## src/ttsm_pkg.sv

```systemverilog
// Shared types and constants for the touch-to-screen mapper.
// No dependencies; every module of the block imports this package.
`timescale 1ns / 1ps
`default_nettype none
package ttsm_pkg;

  // Input commands.
  localparam logic [2:0] CMD_X    = 3'd0;
  localparam logic [2:0] CMD_Y    = 3'd1;
  localparam logic [2:0] CMD_DOWN = 3'd2;
  localparam logic [2:0] CMD_UP   = 3'd3;
  localparam logic [2:0] CMD_TICK = 3'd4;

  // Result kinds.
  localparam logic [1:0] KIND_X       = 2'd0;
  localparam logic [1:0] KIND_Y       = 2'd1;
  localparam logic [1:0] KIND_PRESS   = 2'd2;
  localparam logic [1:0] KIND_RELEASE = 2'd3;

  // Configuration register indexes.
  localparam logic [2:0] REG_AREA_ENABLE  = 3'd0;
  localparam logic [2:0] REG_REGION_MIN_X = 3'd1;
  localparam logic [2:0] REG_REGION_MIN_Y = 3'd2;
  localparam logic [2:0] REG_REGION_MAX_X = 3'd3;
  localparam logic [2:0] REG_REGION_MAX_Y = 3'd4;
  localparam logic [2:0] REG_PAD_RANGE_X  = 3'd5;
  localparam logic [2:0] REG_PAD_RANGE_Y  = 3'd6;
  localparam logic [2:0] REG_TAP_LIMIT    = 3'd7;

  localparam int unsigned COORD_W = 16;
  localparam int unsigned SCR_W   = 12;
  localparam int unsigned TAP_W   = 10;
  localparam int unsigned NUM_W   = COORD_W + SCR_W;

  localparam logic [TAP_W-1:0] ELAPSED_MAX = '1;

  typedef struct packed {
    logic [2:0]         command;
    logic [COORD_W-1:0] coord_value;
  } in_t;

  typedef struct packed {
    logic [1:0]       result_kind;
    logic [SCR_W-1:0] screen_value;
    logic             last;
  } out_t;

  typedef struct packed {
    logic               area_enable;
    logic [COORD_W-1:0] region_min_x;
    logic [COORD_W-1:0] region_min_y;
    logic [COORD_W-1:0] region_max_x;
    logic [COORD_W-1:0] region_max_y;
    logic [COORD_W-1:0] pad_range_x;
    logic [COORD_W-1:0] pad_range_y;
    logic [TAP_W-1:0]   tap_limit_ms;
  } cfg_t;

  // Work handed from the front to the back. When direct is set, value is the
  // finished screen value; otherwise value is the saturation limit and the
  // back divides numer by den. A press job also makes the back emit a release.
  typedef struct packed {
    logic [1:0]         kind;
    logic               direct;
    logic [SCR_W-1:0]   value;
    logic [NUM_W-1:0]   numer;
    logic [COORD_W-1:0] den;
  } job_t;

endpackage
`default_nettype wire

```

## src/ttsm_front.sv

```systemverilog
// Front end: accepts input events, keeps the tap timer and prepares jobs.
// Depends on ttsm_pkg.
`timescale 1ns / 1ps
`default_nettype none
module ttsm_front import ttsm_pkg::*; #(
  parameter int unsigned SCREEN_W = 1920,
  parameter int unsigned SCREEN_H = 1080
) (
  input  wire logic clk,
  input  wire logic rst_n,
  input  wire cfg_t cfg,
  input  wire logic in_push,
  input  wire in_t  in_data,
  input  wire logic q_full,
  output logic      q_push,
  output job_t      q_job
);

  localparam logic [SCR_W-1:0] SCR_X = SCR_W'(SCREEN_W);
  localparam logic [SCR_W-1:0] SCR_Y = SCR_W'(SCREEN_H);

  logic             tap_active_r, tap_active_nxt;
  logic [TAP_W-1:0] tap_elapsed_r, tap_elapsed_nxt;

  logic               accept;
  logic               is_y;
  logic [COORD_W-1:0] lo, hi, range, raw, clamped, span, offs;
  logic [SCR_W-1:0]   scr;

  assign accept = in_push && !q_full;
  assign is_y   = (in_data.command == CMD_Y);
  assign raw    = in_data.coord_value;
  assign lo     = is_y ? cfg.region_min_y : cfg.region_min_x;
  assign hi     = is_y ? cfg.region_max_y : cfg.region_max_x;
  assign range  = is_y ? cfg.pad_range_y  : cfg.pad_range_x;
  assign scr    = is_y ? SCR_Y : SCR_X;

  always_comb begin
    if (raw < lo) begin
      clamped = lo;
    end else if (raw > hi) begin
      clamped = hi;
    end else begin
      clamped = raw;
    end
    span = hi - lo;
    offs = cfg.area_enable ? (clamped - lo) : raw;
  end

  always_comb begin
    tap_active_nxt  = tap_active_r;
    tap_elapsed_nxt = tap_elapsed_r;
    q_push          = 1'b0;
    q_job.kind      = is_y ? KIND_Y : KIND_X;
    q_job.direct    = 1'b0;
    q_job.value     = scr;
    q_job.numer     = NUM_W'(offs) * NUM_W'(scr);
    q_job.den       = cfg.area_enable ? span : range;
    if (cfg.area_enable ? (hi <= lo) : (range == '0)) begin
      q_job.direct = 1'b1;
    end
    if (accept) begin
      unique case (in_data.command)
        CMD_X, CMD_Y: begin
          q_push = 1'b1;
        end
        CMD_DOWN: begin
          tap_active_nxt  = 1'b1;
          tap_elapsed_nxt = '0;
        end
        CMD_UP: begin
          if (tap_active_r) begin
            tap_active_nxt = 1'b0;
            if (tap_elapsed_r < cfg.tap_limit_ms) begin
              q_push       = 1'b1;
              q_job.kind   = KIND_PRESS;
              q_job.direct = 1'b1;
              q_job.value  = '0;
            end
          end
        end
        CMD_TICK: begin
          if (tap_active_r && tap_elapsed_r != ELAPSED_MAX) begin
            tap_elapsed_nxt = tap_elapsed_r + 1'b1;
          end
        end
        default: begin
        end
      endcase
    end
  end

  always_ff @(posedge clk) begin
    if (!rst_n) begin
      tap_active_r  <= 1'b0;
      tap_elapsed_r <= '0;
    end else begin
      tap_active_r  <= tap_active_nxt;
      tap_elapsed_r <= tap_elapsed_nxt;
    end
  end

endmodule
`default_nettype wire

```

## src/ttsm_queue.sv

```systemverilog
// Short job queue between the front end and the back end.
// Depends on ttsm_pkg.
`timescale 1ns / 1ps
`default_nettype none
module ttsm_queue import ttsm_pkg::*; #(
  parameter int unsigned DEPTH = 2
) (
  input  wire logic clk,
  input  wire logic rst_n,
  input  wire logic push,
  input  wire job_t push_job,
  output logic      full,
  input  wire logic pop,
  output logic      empty,
  output job_t      head
);

  localparam int unsigned PTR_W = (DEPTH > 1) ? $clog2(DEPTH) : 1;
  localparam int unsigned CNT_W = $clog2(DEPTH + 1);
  localparam logic [PTR_W-1:0] LAST_PTR = PTR_W'(DEPTH - 1);
  localparam logic [CNT_W-1:0] FULL_CNT = CNT_W'(DEPTH);

  job_t             mem [DEPTH];
  logic [PTR_W-1:0] wr_ptr_r, wr_ptr_nxt, rd_ptr_r, rd_ptr_nxt;
  logic [CNT_W-1:0] cnt_r, cnt_nxt;
  logic             do_push, do_pop;

  assign full    = (cnt_r == FULL_CNT);
  assign empty   = (cnt_r == '0);
  assign do_push = push && !full;
  assign do_pop  = pop && !empty;
  assign head    = mem[rd_ptr_r];

  always_comb begin
    wr_ptr_nxt = wr_ptr_r;
    rd_ptr_nxt = rd_ptr_r;
    cnt_nxt    = cnt_r;
    if (do_push) begin
      wr_ptr_nxt = (wr_ptr_r == LAST_PTR) ? '0 : wr_ptr_r + 1'b1;
    end
    if (do_pop) begin
      rd_ptr_nxt = (rd_ptr_r == LAST_PTR) ? '0 : rd_ptr_r + 1'b1;
    end
    if (do_push && !do_pop) begin
      cnt_nxt = cnt_r + 1'b1;
    end else if (do_pop && !do_push) begin
      cnt_nxt = cnt_r - 1'b1;
    end
  end

  always_ff @(posedge clk) begin
    if (!rst_n) begin
      wr_ptr_r <= '0;
      rd_ptr_r <= '0;
      cnt_r    <= '0;
    end else begin
      wr_ptr_r <= wr_ptr_nxt;
      rd_ptr_r <= rd_ptr_nxt;
      cnt_r    <= cnt_nxt;
    end
  end

  always_ff @(posedge clk) begin
    if (do_push) begin
      mem[wr_ptr_r] <= push_job;
    end
  end

endmodule
`default_nettype wire

```

## src/ttsm_back.sv

```systemverilog
// Back end: serial restoring divider, saturation and the result register.
// Depends on ttsm_pkg.
`timescale 1ns / 1ps
`default_nettype none
module ttsm_back import ttsm_pkg::*; (
  input  wire logic clk,
  input  wire logic rst_n,
  input  wire logic q_empty,
  input  wire job_t q_head,
  output logic      q_pop,
  output logic      out_empty,
  input  wire logic out_pop,
  output out_t      out_data
);

  localparam logic [1:0] ST_IDLE = 2'd0;
  localparam logic [1:0] ST_DIV  = 2'd1;
  localparam logic [1:0] ST_EMIT = 2'd2;

  localparam int unsigned CNT_W = $clog2(NUM_W);
  localparam logic [CNT_W-1:0] CNT_START = CNT_W'(NUM_W - 1);

  logic [1:0]         state_r, state_nxt;
  logic [CNT_W-1:0]   cnt_r, cnt_nxt;
  logic [NUM_W-1:0]   quo_r, quo_nxt;
  logic [COORD_W-1:0] rem_r, rem_nxt;
  logic [COORD_W-1:0] den_r, den_nxt;
  logic [SCR_W-1:0]   lim_r, lim_nxt;
  logic [1:0]         kind_r, kind_nxt;
  logic [SCR_W-1:0]   res_r, res_nxt;
  out_t               out_r, out_nxt;
  logic               out_valid_r, out_valid_nxt;

  logic [COORD_W:0]   rem_sh;
  logic               ge;
  logic               out_free;

  assign rem_sh    = {rem_r, quo_r[NUM_W-1]};
  assign ge        = (rem_sh >= {1'b0, den_r});
  assign out_free  = !out_valid_r || out_pop;
  assign out_empty = !out_valid_r;
  assign out_data  = out_r;

  always_comb begin
    state_nxt     = state_r;
    cnt_nxt       = cnt_r;
    quo_nxt       = quo_r;
    rem_nxt       = rem_r;
    den_nxt       = den_r;
    lim_nxt       = lim_r;
    kind_nxt      = kind_r;
    res_nxt       = res_r;
    out_nxt       = out_r;
    out_valid_nxt = out_valid_r && !out_pop;
    q_pop         = 1'b0;
    unique case (state_r)
      ST_IDLE: begin
        if (!q_empty) begin
          q_pop    = 1'b1;
          kind_nxt = q_head.kind;
          res_nxt  = q_head.value;
          lim_nxt  = q_head.value;
          // A finished value stands in for the quotient so it passes the clip as is.
          quo_nxt  = q_head.direct ? NUM_W'(q_head.value) : q_head.numer;
          den_nxt  = q_head.den;
          rem_nxt  = '0;
          cnt_nxt  = CNT_START;
          state_nxt = q_head.direct ? ST_EMIT : ST_DIV;
        end
      end
      ST_DIV: begin
        rem_nxt = ge ? COORD_W'(rem_sh - {1'b0, den_r}) : rem_sh[COORD_W-1:0];
        quo_nxt = {quo_r[NUM_W-2:0], ge};
        cnt_nxt = cnt_r - 1'b1;
        if (cnt_r == '0) begin
          state_nxt = ST_EMIT;
        end
      end
      ST_EMIT: begin
        // Quotient is final here; clip it to the screen size of its axis.
        if (kind_r == KIND_X || kind_r == KIND_Y) begin
          if (quo_r > NUM_W'(lim_r)) begin
            res_nxt = lim_r;
          end else begin
            res_nxt = quo_r[SCR_W-1:0];
          end
        end
        if (out_free) begin
          out_valid_nxt        = 1'b1;
          out_nxt.result_kind  = kind_r;
          out_nxt.screen_value = (kind_r == KIND_PRESS || kind_r == KIND_RELEASE)
                                 ? '0 : res_nxt;
          out_nxt.last         = (kind_r != KIND_PRESS);
          if (kind_r == KIND_PRESS) begin
            kind_nxt = KIND_RELEASE;
          end else begin
            state_nxt = ST_IDLE;
          end
        end
      end
      default: begin
        state_nxt = ST_IDLE;
      end
    endcase
  end

  always_ff @(posedge clk) begin
    if (!rst_n) begin
      state_r     <= ST_IDLE;
      out_valid_r <= 1'b0;
    end else begin
      state_r     <= state_nxt;
      out_valid_r <= out_valid_nxt;
    end
  end

  always_ff @(posedge clk) begin
    cnt_r  <= cnt_nxt;
    quo_r  <= quo_nxt;
    rem_r  <= rem_nxt;
    den_r  <= den_nxt;
    lim_r  <= lim_nxt;
    kind_r <= kind_nxt;
    res_r  <= res_nxt;
    out_r  <= out_nxt;
  end

endmodule
`default_nettype wire

```

## src/touch_to_screen_mapper_unit.sv

```systemverilog
// Top level of the touch-to-screen mapper: configuration registers, front end,
// job queue and back end. Depends on ttsm_pkg, ttsm_front, ttsm_queue, ttsm_back.
//
//   Channel | Direction | Handshake          | Payload
//   --------+-----------+--------------------+---------------------------------
//   in_     | input     | in_push / in_full  | in_data  (command, coord_value)
//   out_    | output    | out_empty / out_pop| out_data (result_kind,
//           |           |                    |           screen_value, last)
//   cfg_    | input     | cfg_valid/cfg_ready| cfg_index, cfg_data
//
// A coordinate event passes the queue, 28 iterations of the one-bit-per-cycle
// restoring divider in the back end, and a step that saturates and loads the
// result register; a busy back end or an unpopped result can hold it up.
// Touch and tick events finish in the front end in the cycle they are
// accepted; a click adds two results, one per cycle of a free output.
// Reset is synchronous and active low; it restores the register defaults,
// stops the tap timer and empties the queue and the result register.
// The front end keeps taking events until the queue fills, so a stalled
// result consumer only backs up the input once the queue and divider are busy.
`timescale 1ns / 1ps
`default_nettype none
module touch_to_screen_mapper_unit import ttsm_pkg::*; #(
  parameter int unsigned SCREEN_W    = 1920,
  parameter int unsigned SCREEN_H    = 1080,
  parameter int unsigned QUEUE_DEPTH = 2
) (
  input  wire logic                clk,
  input  wire logic                rst_n,
  // Event input.
  input  wire logic                in_push,
  output logic                     in_full,
  input  wire in_t                 in_data,
  // Results.
  output logic                     out_empty,
  input  wire logic                out_pop,
  output out_t                     out_data,
  // Configuration writes.
  input  wire logic                cfg_valid,
  output logic                     cfg_ready,
  input  wire logic [2:0]          cfg_index,
  input  wire logic [COORD_W-1:0]  cfg_data
);

  cfg_t cfg_r, cfg_nxt;
  logic q_push, q_full, q_pop, q_empty;
  job_t q_job, q_head;

  // Registers are always writable; a transfer completes whenever valid is high.
  assign cfg_ready = 1'b1;
  assign in_full   = q_full;

  always_comb begin
    cfg_nxt = cfg_r;
    if (cfg_valid) begin
      unique case (cfg_index)
        REG_AREA_ENABLE:  cfg_nxt.area_enable  = cfg_data[0];
        REG_REGION_MIN_X: cfg_nxt.region_min_x = cfg_data;
        REG_REGION_MIN_Y: cfg_nxt.region_min_y = cfg_data;
        REG_REGION_MAX_X: cfg_nxt.region_max_x = cfg_data;
        REG_REGION_MAX_Y: cfg_nxt.region_max_y = cfg_data;
        REG_PAD_RANGE_X:  cfg_nxt.pad_range_x  = cfg_data;
        REG_PAD_RANGE_Y:  cfg_nxt.pad_range_y  = cfg_data;
        REG_TAP_LIMIT:    cfg_nxt.tap_limit_ms = cfg_data[TAP_W-1:0];
        default: begin
        end
      endcase
    end
  end

  always_ff @(posedge clk) begin
    if (!rst_n) begin
      cfg_r.area_enable  <= 1'b0;
      cfg_r.region_min_x <= '0;
      cfg_r.region_min_y <= '0;
      cfg_r.region_max_x <= COORD_W'(4095);
      cfg_r.region_max_y <= COORD_W'(4095);
      cfg_r.pad_range_x  <= COORD_W'(4095);
      cfg_r.pad_range_y  <= COORD_W'(4095);
      cfg_r.tap_limit_ms <= TAP_W'(200);
    end else begin
      cfg_r <= cfg_nxt;
    end
  end

  // Front end: decodes events, runs the tap timer and sets up divisions.
  ttsm_front #(
    .SCREEN_W (SCREEN_W),
    .SCREEN_H (SCREEN_H)
  ) u_front (
    .clk     (clk),
    .rst_n   (rst_n),
    .cfg     (cfg_r),
    .in_push (in_push),
    .in_data (in_data),
    .q_full  (q_full),
    .q_push  (q_push),
    .q_job   (q_job)
  );

  // Decoupling queue between the two halves.
  ttsm_queue #(
    .DEPTH (QUEUE_DEPTH)
  ) u_queue (
    .clk      (clk),
    .rst_n    (rst_n),
    .push     (q_push),
    .push_job (q_job),
    .full     (q_full),
    .pop      (q_pop),
    .empty    (q_empty),
    .head     (q_head)
  );

  // Back end: divides, saturates and presents results one at a time.
  ttsm_back u_back (
    .clk       (clk),
    .rst_n     (rst_n),
    .q_empty   (q_empty),
    .q_head    (q_head),
    .q_pop     (q_pop),
    .out_empty (out_empty),
    .out_pop   (out_pop),
    .out_data  (out_data)
  );

endmodule
`default_nettype wire

```

## config.mk

```make
export PLATFORM = sky130hd
export DESIGN_NAME = touch_to_screen_mapper_unit
export DESIGN_NICKNAME = d
export VERILOG_FILES = /design/src/ttsm_pkg.sv /design/src/ttsm_front.sv /design/src/ttsm_queue.sv /design/src/ttsm_back.sv /design/src/touch_to_screen_mapper_unit.sv
export SDC_FILE = /design/constraint.sdc
export NUM_CORES = 1
export LEC_CHECK = 0
export ABC_AREA = 1
export BUFFER_PORTS_ARGS = -buffer_cell sky130_fd_sc_hd__buf_2
export CORE_ASPECT_RATIO = 0.7
export CORE_UTILIZATION = 50
export CTS_CLUSTER_DIAMETER = 100
export DETAILED_ROUTE_END_ITERATION = 12
export PLACE_DENSITY = 0.77
export SYNTH_ARGS = -nofsm -noshare
export SYNTH_HDL_FRONTEND = slang
export SYNTH_SLANG_ARGS = --single-unit
```

## constraint.sdc

```tcl
create_clock -name clk -period 11.4 [get_ports clk]
set_input_delay 1.71 -clock clk [delete_from_list [all_inputs] [get_ports clk]]
set_output_delay 1.71 -clock clk [all_outputs]
set_load 0.01 [all_outputs]
```

# After elaboration in Yosys (flattened, before gate mapping)
# Memory sizes are Yosys's and may differ from the RTL's. A register that Yosys moved wholly into a read port is not among the register bits.
# Cells that the tools add are included.
# W data, S select, Z words.
[op_classes] addsub=9 n_mul=1 magnitude_cmp=6 n_eq_ne=25 muxes=56 n_bitwise=1 n_reduce_logical=45
[op_table] op="$mux W16" count=9
[op_table] op="$mux W15" count=4
[op_table] op="$mux W28" count=2
[op_table] op="$pmux W28 S2" count=1
[op_table] op="$sub A16 B16 Y16" count=3
[op_table] op="$mux W12" count=3
[op_table] op="$pmux W16 S2" count=1
[op_table] op="$gt A28 B12 Y1" count=1
[op_table] op="$mul A16 B12 Y28" count=1
[op_table] op="$reduce_and A2 Y1" count=13
[op_table] op="$pmux W12 S2" count=1
[op_table] op="$mux W10" count=2
[op_table] op="$mux W2" count=10
[op_table] op="$pmux W10 S2" count=1
[op_table] op="$ge A17 B16 Y1" count=1
[op_table] op="$gt A16 B16 Y1" count=1
[op_table] op="$le A16 B16 Y1" count=1
[op_table] op="$logic_not A16 Y1" count=1
[op_table] op="$lt A16 B16 Y1" count=1
[op_table] op="$mux W1" count=16
[op_table] op="$eq A3 B3 Y1 const B" count=5
[op_table] op="$eq A3 B2 Y1 const B" count=4
[op_table] op="$add A10 B1 Y10 const B" count=1
[op_table] op="$lt A10 B10 Y1" count=1
[op_table] op="other kinds (26)" count=59
[totals] regBits=231 mem_bits_rw=118 input_bits=43 memories=1
[mem_list] name="u_queue.mem" depth=2 word_bits=59 read_ports=1 rd_ports_with_merged_regs=1 write_ports=1 line="ttsm_queue.sv:23" source="job_t mem [DEPTH];"

# Longest topological paths before layout
# Gate-level depths: netlist of run 1.
[logic_depth] word_depth=10 ltp_mapped=56 ltp_nobuf=53

# By module
# From an unflattened synthesis of run 1, not the netlist that was laid out.
[hier_totals] hier_cells=2540 area_unflattened_um2=22208.8
[by_module_without_submodules] module="ttsm_front" n_inst=1 cells_per_inst=1134 area_per_inst_um2=8013.9 seq_area_each_um2=220.2
[by_module_without_submodules] module="ttsm_back" n_inst=1 cells_per_inst=622 area_per_inst_um2=5559.1 seq_area_each_um2=2882.8
[by_module_without_submodules] module="ttsm_queue" n_inst=1 cells_per_inst=222 area_per_inst_um2=4544.4 seq_area_each_um2=3643.5
[by_module_without_submodules] module="touch_to_screen_mapper_unit" n_inst=1 cells_per_inst=562 area_per_inst_um2=4091.4 seq_area_each_um2=2142.1

# Least setup slack after synthesis of run 1
# No wires, ideal clock.
[synth_timing] path_kind="in2reg" start="in in_data[17] (netlist name)" end="mem u_queue.mem[0][43] (netlist name) (data pin)" setup_ps=261 arrival_ps=9301 required_time_ps=11139 setup_slack_ps=1838 path_stages=46 n_path_buf=3 cell_sequence="nor2_1 -> nand2_1 -> buf_4 -> buf_2 -> o21ai_0 -> ha_1 -> nand2_1 -> nand2_1 -> nand2_1 -> nand2_1 -> nand2_1 -> nand2_1 -> nand2_1 -> nand2_1 -> buf_2 -> o211ai_1 -> o21ai_0 -> ha_1 -> [10 not listed] -> a21oi_1 -> o21ai_1 -> nand2_1 -> nand2_1 -> inv_1 -> fa_1 -> fa_1 -> fa_1 -> inv_1 -> fa_1 -> inv_1 -> ha_1 -> ha_1 -> a21oi_1 -> o21ai_0 -> a221oi_1 -> nand2_1 -> xor2_1"
[synth_rtl] element="start: declaration" line="touch_to_screen_mapper_unit.sv:32" source="input wire in_t in_data,"
[synth_rtl] element="end: declaration" line="ttsm_queue.sv:23"

==> summary.md, run 1 <==
| Metric | Value |
|---|---|
| Status | `completed` |
| Synth top area share | `27.38%` |
| Initial antenna violation count | `0` |
| Post-Route WL | `45460 µm` |
| Post-CTS Resized | `0` |
| TritonCTS Buffers | `30` |
| Mapped cell area | `19410 µm²` |
| Routed vias | `15235` |
| H-tree levels | `1` |
| Hold Slack | `460.1 ps` |
| Area Growth Syn to Fin | `9.564%` |
| Worst hold endpoint | `cfg_r[56]$_SDFFE_PN0P_` |
| CP required | `11720 ps` |
| Setup TNS | `0 ps` |
| Normalized max-slew margin | `18.27%` |
| Die area | `39630 µm²` |
| R2R Path End | `u_queue.mem[1][40]$_DFFE_PP_` |
| Crit-path slowest cell | `fa_1` |
| Maximum vdd drop | `0.1246 mV` |
| R2r startpoint | `cfg_r[43]$_SDFFE_PN1P_` |
| Worst hold start | `cfg_r[56]$_SDFFE_PN0P_` |
| CP most frequent cell | `nand2_1` |
| Total power | `4.623 mW` |
| Fraction of the cycle the final worst path needs | `88.68%` |
| DR WL/cell | `16.30 µm` |
| Leak | `9.859 nW` |
| Family with the most delay on the worst path | `adder cells` |
| Die W | `237.5 µm` |
| DRC Markers | `0` |
| Vias in the first global route | `14764` |
| GRT Util Overall | `23.29%` |
| Max Cap Viol | `0` |
| Synth area leader | `edfxtp_1` |
| Die Ht | `166.9 µm` |
| CTS Hold Buffers Added | `0` |
| GR Overflow Total | `0` |
| Critical path peak fanout | `45` |
| Hold depth | `2` |
| Final HPWL DP | `33800 µm` |
| Post-synthesis sequential area ratio | `40.37%` |
| Crit path capture type | `flip-flop` |
| TritonCTS clock tree | `yes` |
| Crit Path Class | `in -> reg` |
| Crit-path max cell delay | `530 ps` |
| Post-synthesis instance total | `2204` |
| Final net count | `2551` |
| Clock slew at reported path FFs | `70 ps` |
| Flop2flop setup slack | `2820 ps` |
| Clock sinks | `303` |
| DP Area | `20250 µm²` |
| Average cell area after synthesis | `8.809 µm²` |
| First-pass GRT wire length | `74930 µm` |
| Fill cells | `3233` |
| Vias/cell | `5.464` |
| Largest net degree at the start of global routing | `64` |
| Critical Path Start Type | `input pin` |
| PD cells | `217.3 nW/µm²` |
| Clk_lat worst skew | `580 ps` |
| Ratio of cells with drive above 1 in the final layout | `7.665%` |
| Fin. max-slew vios | `0` |
| Tmin final | `10110 ps` |
| Final Cell Area | `21270 µm²` |
| Critical path buffers and inverters | `7` |
| Max Freq | `0.09891 GHz` |
| Commonest non-fill, non-tap cell in the layout | `nand2_1` |
| Pre-CTS WS | `816.2 ps` |
| Yosys reg bits | `303` |
| RSZ-0062 raised after global routing | `false` |
| Starting Density | `51.47%` |
| Worst hold path type | `reg -> reg` |
| Final worst slack | `1290 ps` |
| Multi-input logic area | `10330 µm²` |
| DRT Pass-1 Iters | `5` |
| Clock root cell | `clkbuf_16` |
| Layout Skew | `11.41 ps` |
| Starting DRC count in detailed routing | `1299` |
| Synth warn | `0` |
| Final ANT Viol Nets | `0` |
| Worst path arrival time | `10430 ps` |
| Setup violators final | `0` |
| Core Area | `37720 µm²` |
| Antenna cells | `0` |
| Num ports | `61` |
| Max clock buf depth | `3` |
| Largest cells by area after synthesis | `edfxtp_1, dfxtp_1, ha_1` |
| Register Area | `7839 µm²` |
| Worst slew pin tran | `1221 ps` |
| Commonest non-fill, non-tap cells in the layout | `nand2_1, inv_1, nor2_1` |
| Routability cong. | `0.9338` |
| IO Port Bufs | `59` |
| Final Hold Viols | `0` |
| Synth unique cells | `57` |
| Depth of the most critical reg-to-reg path | `46` |
| Row cnt | `59` |
| Post-CTS Setup Bufs | `0` |
sequential cells by signal, indices dropped and copies added, names as in the netlist, named ones only:
register and cells:
u_back.kind_r 2, u_queue.rd_ptr_r 1, u_back.out_data 15, u_back.state_r 2, u_queue.wr_ptr_r 1, u_back.out_valid_r 1
u_front.tap_elapsed_r 10, u_back.den_r 16, u_front.tap_active_r 1, u_back.lim_r 3, u_back.quo_r 28, u_back.rem_r 16
cfg_r 107, u_queue.cnt_r 2, u_queue.mem 92, u_back.cnt_r 5
worst max-delay path by stage:
stage                                   endpoint  slack (ps)  cells after the start   startpoint
finish              u_queue.mem[1][40]$_DFFE_PP_        1290                     49  in_data[17]
global route        u_queue.mem[1][40]$_DFFE_PP_         560                     49  in_data[17]
CTS                 u_queue.mem[1][40]$_DFFE_PP_        1360                     49  in_data[17]
detailed placement  u_queue.mem[1][40]$_DFFE_PP_         820                     49  in_data[17]
global placement    u_queue.mem[0][41]$_DFFE_PP_        1050                     44  in_data[17]
floorplan           u_queue.mem[0][43]$_DFFE_PP_        1840                     46  in_data[17]
metal layers:
layer	GRT usage, %	wire, µm	share of wire, %	vias up
met3	3.597	3433	7.6	58
met2	35.56	19180	42	494
met1	34.79	22010	48	7193
met4	5.021	839	1.8	0
met5	0	0	0	-
li1	-	-	-	7490
per-stage QoR:
step	utilization [%]	instances
2_1_floorplan	-	2206
5_1_grt	56.39	2788
3_3_place_gp	53.68	2734
6_report	56.39	2788
4_1_cts	56.39	2788
3_5_place_dp	53.68	2734
final cells by class:
class                      count  share of cell area (%)
clock buffer                  39                   3.782
multi-input combinational   1576                   48.56
inverter                     256                   4.517
tap                          518                   3.047
sequential                   303                   36.85
clock inverter                15                   1.018
timing repair buffer          81                   2.223
where the power goes:
| part | leakage, nW | internal [mW] | switching, mW |
|---|---|---|---|
| logic | 6.71 | 0.705 | 1.27 |
| registers | 2.65 | 1.50 | 0.0984 |
| clock network | 0.495 | 0.610 | 0.433 |
worst register-to-register path, delay by kind of cell, from the launching register on:
family,cells,cell delay [ps]
AOI/OAI and AO/OA,9,1660
xor gates and xnor gates,1,150
adders and majority gates,9,3660
buffers and inverters,5,530
DFF,1,310
and+or+nand+nor,22,2000
synth_stat cells (all sizes together):
cell type    n
mux2i       39
o21bai       6
nor3        22
or4          1
a211oi       4
o22ai        1
a21oi      126
clkinv       5
edfxtp     177
fa          73
and2         2
nand4       19
o21a         4
xor2        32
nor4         5
o21ai      194
o2111ai      2
a21o         7
o211ai      29
a221oi       2
conb         2
nand3b       4
o31ai        2
and3         1
clkbuf      42
nor2       221
o311a        1
inv        251
a31oi        4
or2         10
o311ai       5
xnor2       19
nand3       85
buf         29
o32ai        2
a311oi       2
a21boi       4
dfxtp      126
nand2      456
ha         187
o221a        1
cells by family (layout without fill, tap and decap cells):
kind of cell | after synthesis | count (layout) | share of synthesized area [%]
and+or+nand+nor | 826 | 826 | 17.54
AOI/OAI and AO/OA | 396 | 396 | 11.57
buffers and inverters | 327 | 391 | 6.593
DFF | 303 | 303 | 40.37
adders and majority gates | 260 | 260 | 19.58
xor gates and xnor gates | 51 | 51 | 2.301
muxes | 39 | 39 | 2.011
other | 2 | 4 | 0.03868
Power figures use the tool's default switching activity.
==> run 2, diff against run 1 <==
- BUFFER_PORTS_ARGS: -buffer_cell sky130_fd_sc_hd__buf_2 -> unset
- CTS_CLUSTER_DIAMETER: 100 -> 50
- DONT_BUFFER_PORTS: unset -> 1
- PLACE_DENSITY: 0.77 -> 0.76
==> summary.md, run 2 (synthesized netlist as in run 1, its figures left out) <==
| Metric | Value |
|---|---|
| Status | `completed` |
| First-pass GRT wire length | `75710 µm` |
| Die W | `237.5 µm` |
| H-tree levels | `1` |
| Crit Path Class | `in -> reg` |
| Die Ht | `166.9 µm` |
| CP required | `11750 ps` |
| Worst slew pin tran | `1089 ps` |
| Final net count | `2495` |
| Final ANT Viol Nets | `0` |
| Worst path arrival time | `10570 ps` |
| Crit-path max cell delay | `550 ps` |
| Row cnt | `59` |
| Layout Skew | `15.69 ps` |
| Starting DRC count in detailed routing | `1223` |
| Worst hold path type | `reg -> reg` |
| Number of flip-flops in the largest register | `107` |
| Setup TNS | `0 ps` |
| Critical Path Start Type | `input pin` |
| Total power | `4.610 mW` |
| Max clock buf depth | `3` |
| Final HPWL DP | `34170 µm` |
| Max Freq | `0.09778 GHz` |
| Post-Route WL | `45720 µm` |
| Maximum vdd drop | `0.1325 mV` |
| Starting Density | `51.47%` |
| Largest net degree at the start of global routing | `111` |
| Num ports | `61` |
| Antenna cells | `0` |
| Fraction of the cycle the final worst path needs | `89.71%` |
| Post-CTS Resized | `0` |
| Area Growth Syn to Fin | `8.404%` |
| Largest Register | `cfg_r` |
| PD cells | `219.0 nW/µm²` |
| Crit-path slowest cell | `fa_1` |
| Clk_lat worst skew | `590 ps` |
| Die area | `39630 µm²` |
| Hold depth | `2` |
| Clock sinks | `303` |
| TritonCTS clock tree | `yes` |
| Leak | `9.661 nW` |
| Fill cells | `3332` |
| DRC Markers | `0` |
| Max Cap Viol | `0` |
| Vias/cell | `5.531` |
| Depth of the most critical reg-to-reg path | `42` |
| Vias in the first global route | `14757` |
| Worst hold endpoint | `cfg_r[40]$_SDFFE_PN0P_` |
| Normalized max-slew margin | `27.13%` |
| Routed vias | `15121` |
| Ratio of cells with drive above 1 in the final layout | `5.551%` |
| TritonCTS Buffers | `31` |
| CTS Hold Buffers Added | `0` |
| Critical path peak fanout | `38` |
| Top Registers | `cfg_r: 107 flops, u_queue.mem: 92 flops, u_back.quo_r: 28 flops` |
| RSZ-0062 raised after global routing | `false` |
| Crit path capture type | `flip-flop` |
| Worst hold start | `cfg_r[40]$_SDFFE_PN0P_` |
| Core Area | `37720 µm²` |
| Post-CTS Setup Bufs | `0` |
| R2r startpoint | `cfg_r[51]$_SDFFE_PN1P_` |
| CP most frequent cell | `nand2_1` |
| Clock root cell | `clkbuf_16` |
| GR Overflow Total | `0` |
| Clock slew at reported path FFs | `70 ps` |
| Initial antenna violation count | `0` |
| R2R Path End | `u_queue.mem[0][43]$_DFFE_PP_` |
| Setup violators final | `0` |
| Commonest non-fill, non-tap cells in the layout | `nand2_1, inv_1, nor2_1` |
| Final Hold Viols | `0` |
| Commonest non-fill, non-tap cell in the layout | `nand2_1` |
| Routability cong. | `0.9321` |
| DRT Pass-1 Iters | `6` |
| Fin. max-slew vios | `0` |
| DR WL/cell | `16.72 µm` |
| Flop2flop setup slack | `2820 ps` |
| Tmin final | `10230 ps` |
| IO Port Bufs | `0` |
| GRT Util Overall | `23.61%` |
==> run 2: changes by cell type in the layout (fill, tap and decap cells not counted), sizes merged <==
cell	change
buf	-57
bufinv	-1
clkbuf	+1
clkinvlp	+2
inv	+1
==> run 2: layout make-up <==
cell class | instances | area, µm² | area share [%]
well taps | 518 | 648.1 | 3.079
inverters | 256 | 960.9 | 4.566
flip-flops and latches | 303 | 7839 | 37.25
clock buffers | 40 | 839.6 | 3.989
repair buffers | 24 | 180.2 | 0.8561
clock inverters | 17 | 244.0 | 1.159
multi-input cells | 1576 | 10330 | 49.11
==> run 2: per-stage QoR <==
step	area [µm²]	cells	setup WS, ps	hold slack, ps	util [%]
finish	21050	2734	1173	447.3	55.79
global route	21050	2734	339.3	461.6	55.79
CTS	21050	2734	1242	449.4	55.79
detailed placement	19960	2677	655.2	439.1	52.92
global placement	19960	2677	981.5	427.5	52.92
floorplan	19420	2206	1838	424.4	-
==> run 2: worst max-delay path by stage <==
stage                                    to        start  slack, ps  cells past startpoint
2_1_floorplan  u_queue.mem[0][43]$_DFFE_PP_  in_data[17]       1840                     46
3_3_place_gp   u_queue.mem[0][43]$_DFFE_PP_  in_data[17]        980                     47
3_5_place_dp   u_queue.mem[1][43]$_DFFE_PP_  in_data[17]        660                     47
4_1_cts        u_queue.mem[0][43]$_DFFE_PP_  in_data[17]       1240                     47
5_1_grt        u_queue.mem[0][43]$_DFFE_PP_  in_data[17]        340                     43
6_report       u_queue.mem[0][43]$_DFFE_PP_  in_data[17]       1170                     43
==> run 2: power breakdown <==
group | switching, mW | internal (mW) | total, mW
combinational | 1.23 | 0.693 | 1.93
sequential | 0.106 | 1.51 | 1.61
clock | 0.452 | 0.619 | 1.07
==> run 2: routing by layer <==
layer	GRT usage, %	up-vias	share of wire (%)
li1	-	7378	-
met1	34.15	7164	47
met2	36.06	501	43
met3	4.509	78	7.9
met4	6.508	0	2.5
met5	0	-	0
==> run 2: critical path, delay by kind of cell <==
kind	cells	cell delay (ps)
and+or+nand+nor	16	2340
buffers and inverters	6	610
adders and majority gates	9	3700
xor gates and xnor gates	1	150
AOI/OAI and AO/OA	11	2030
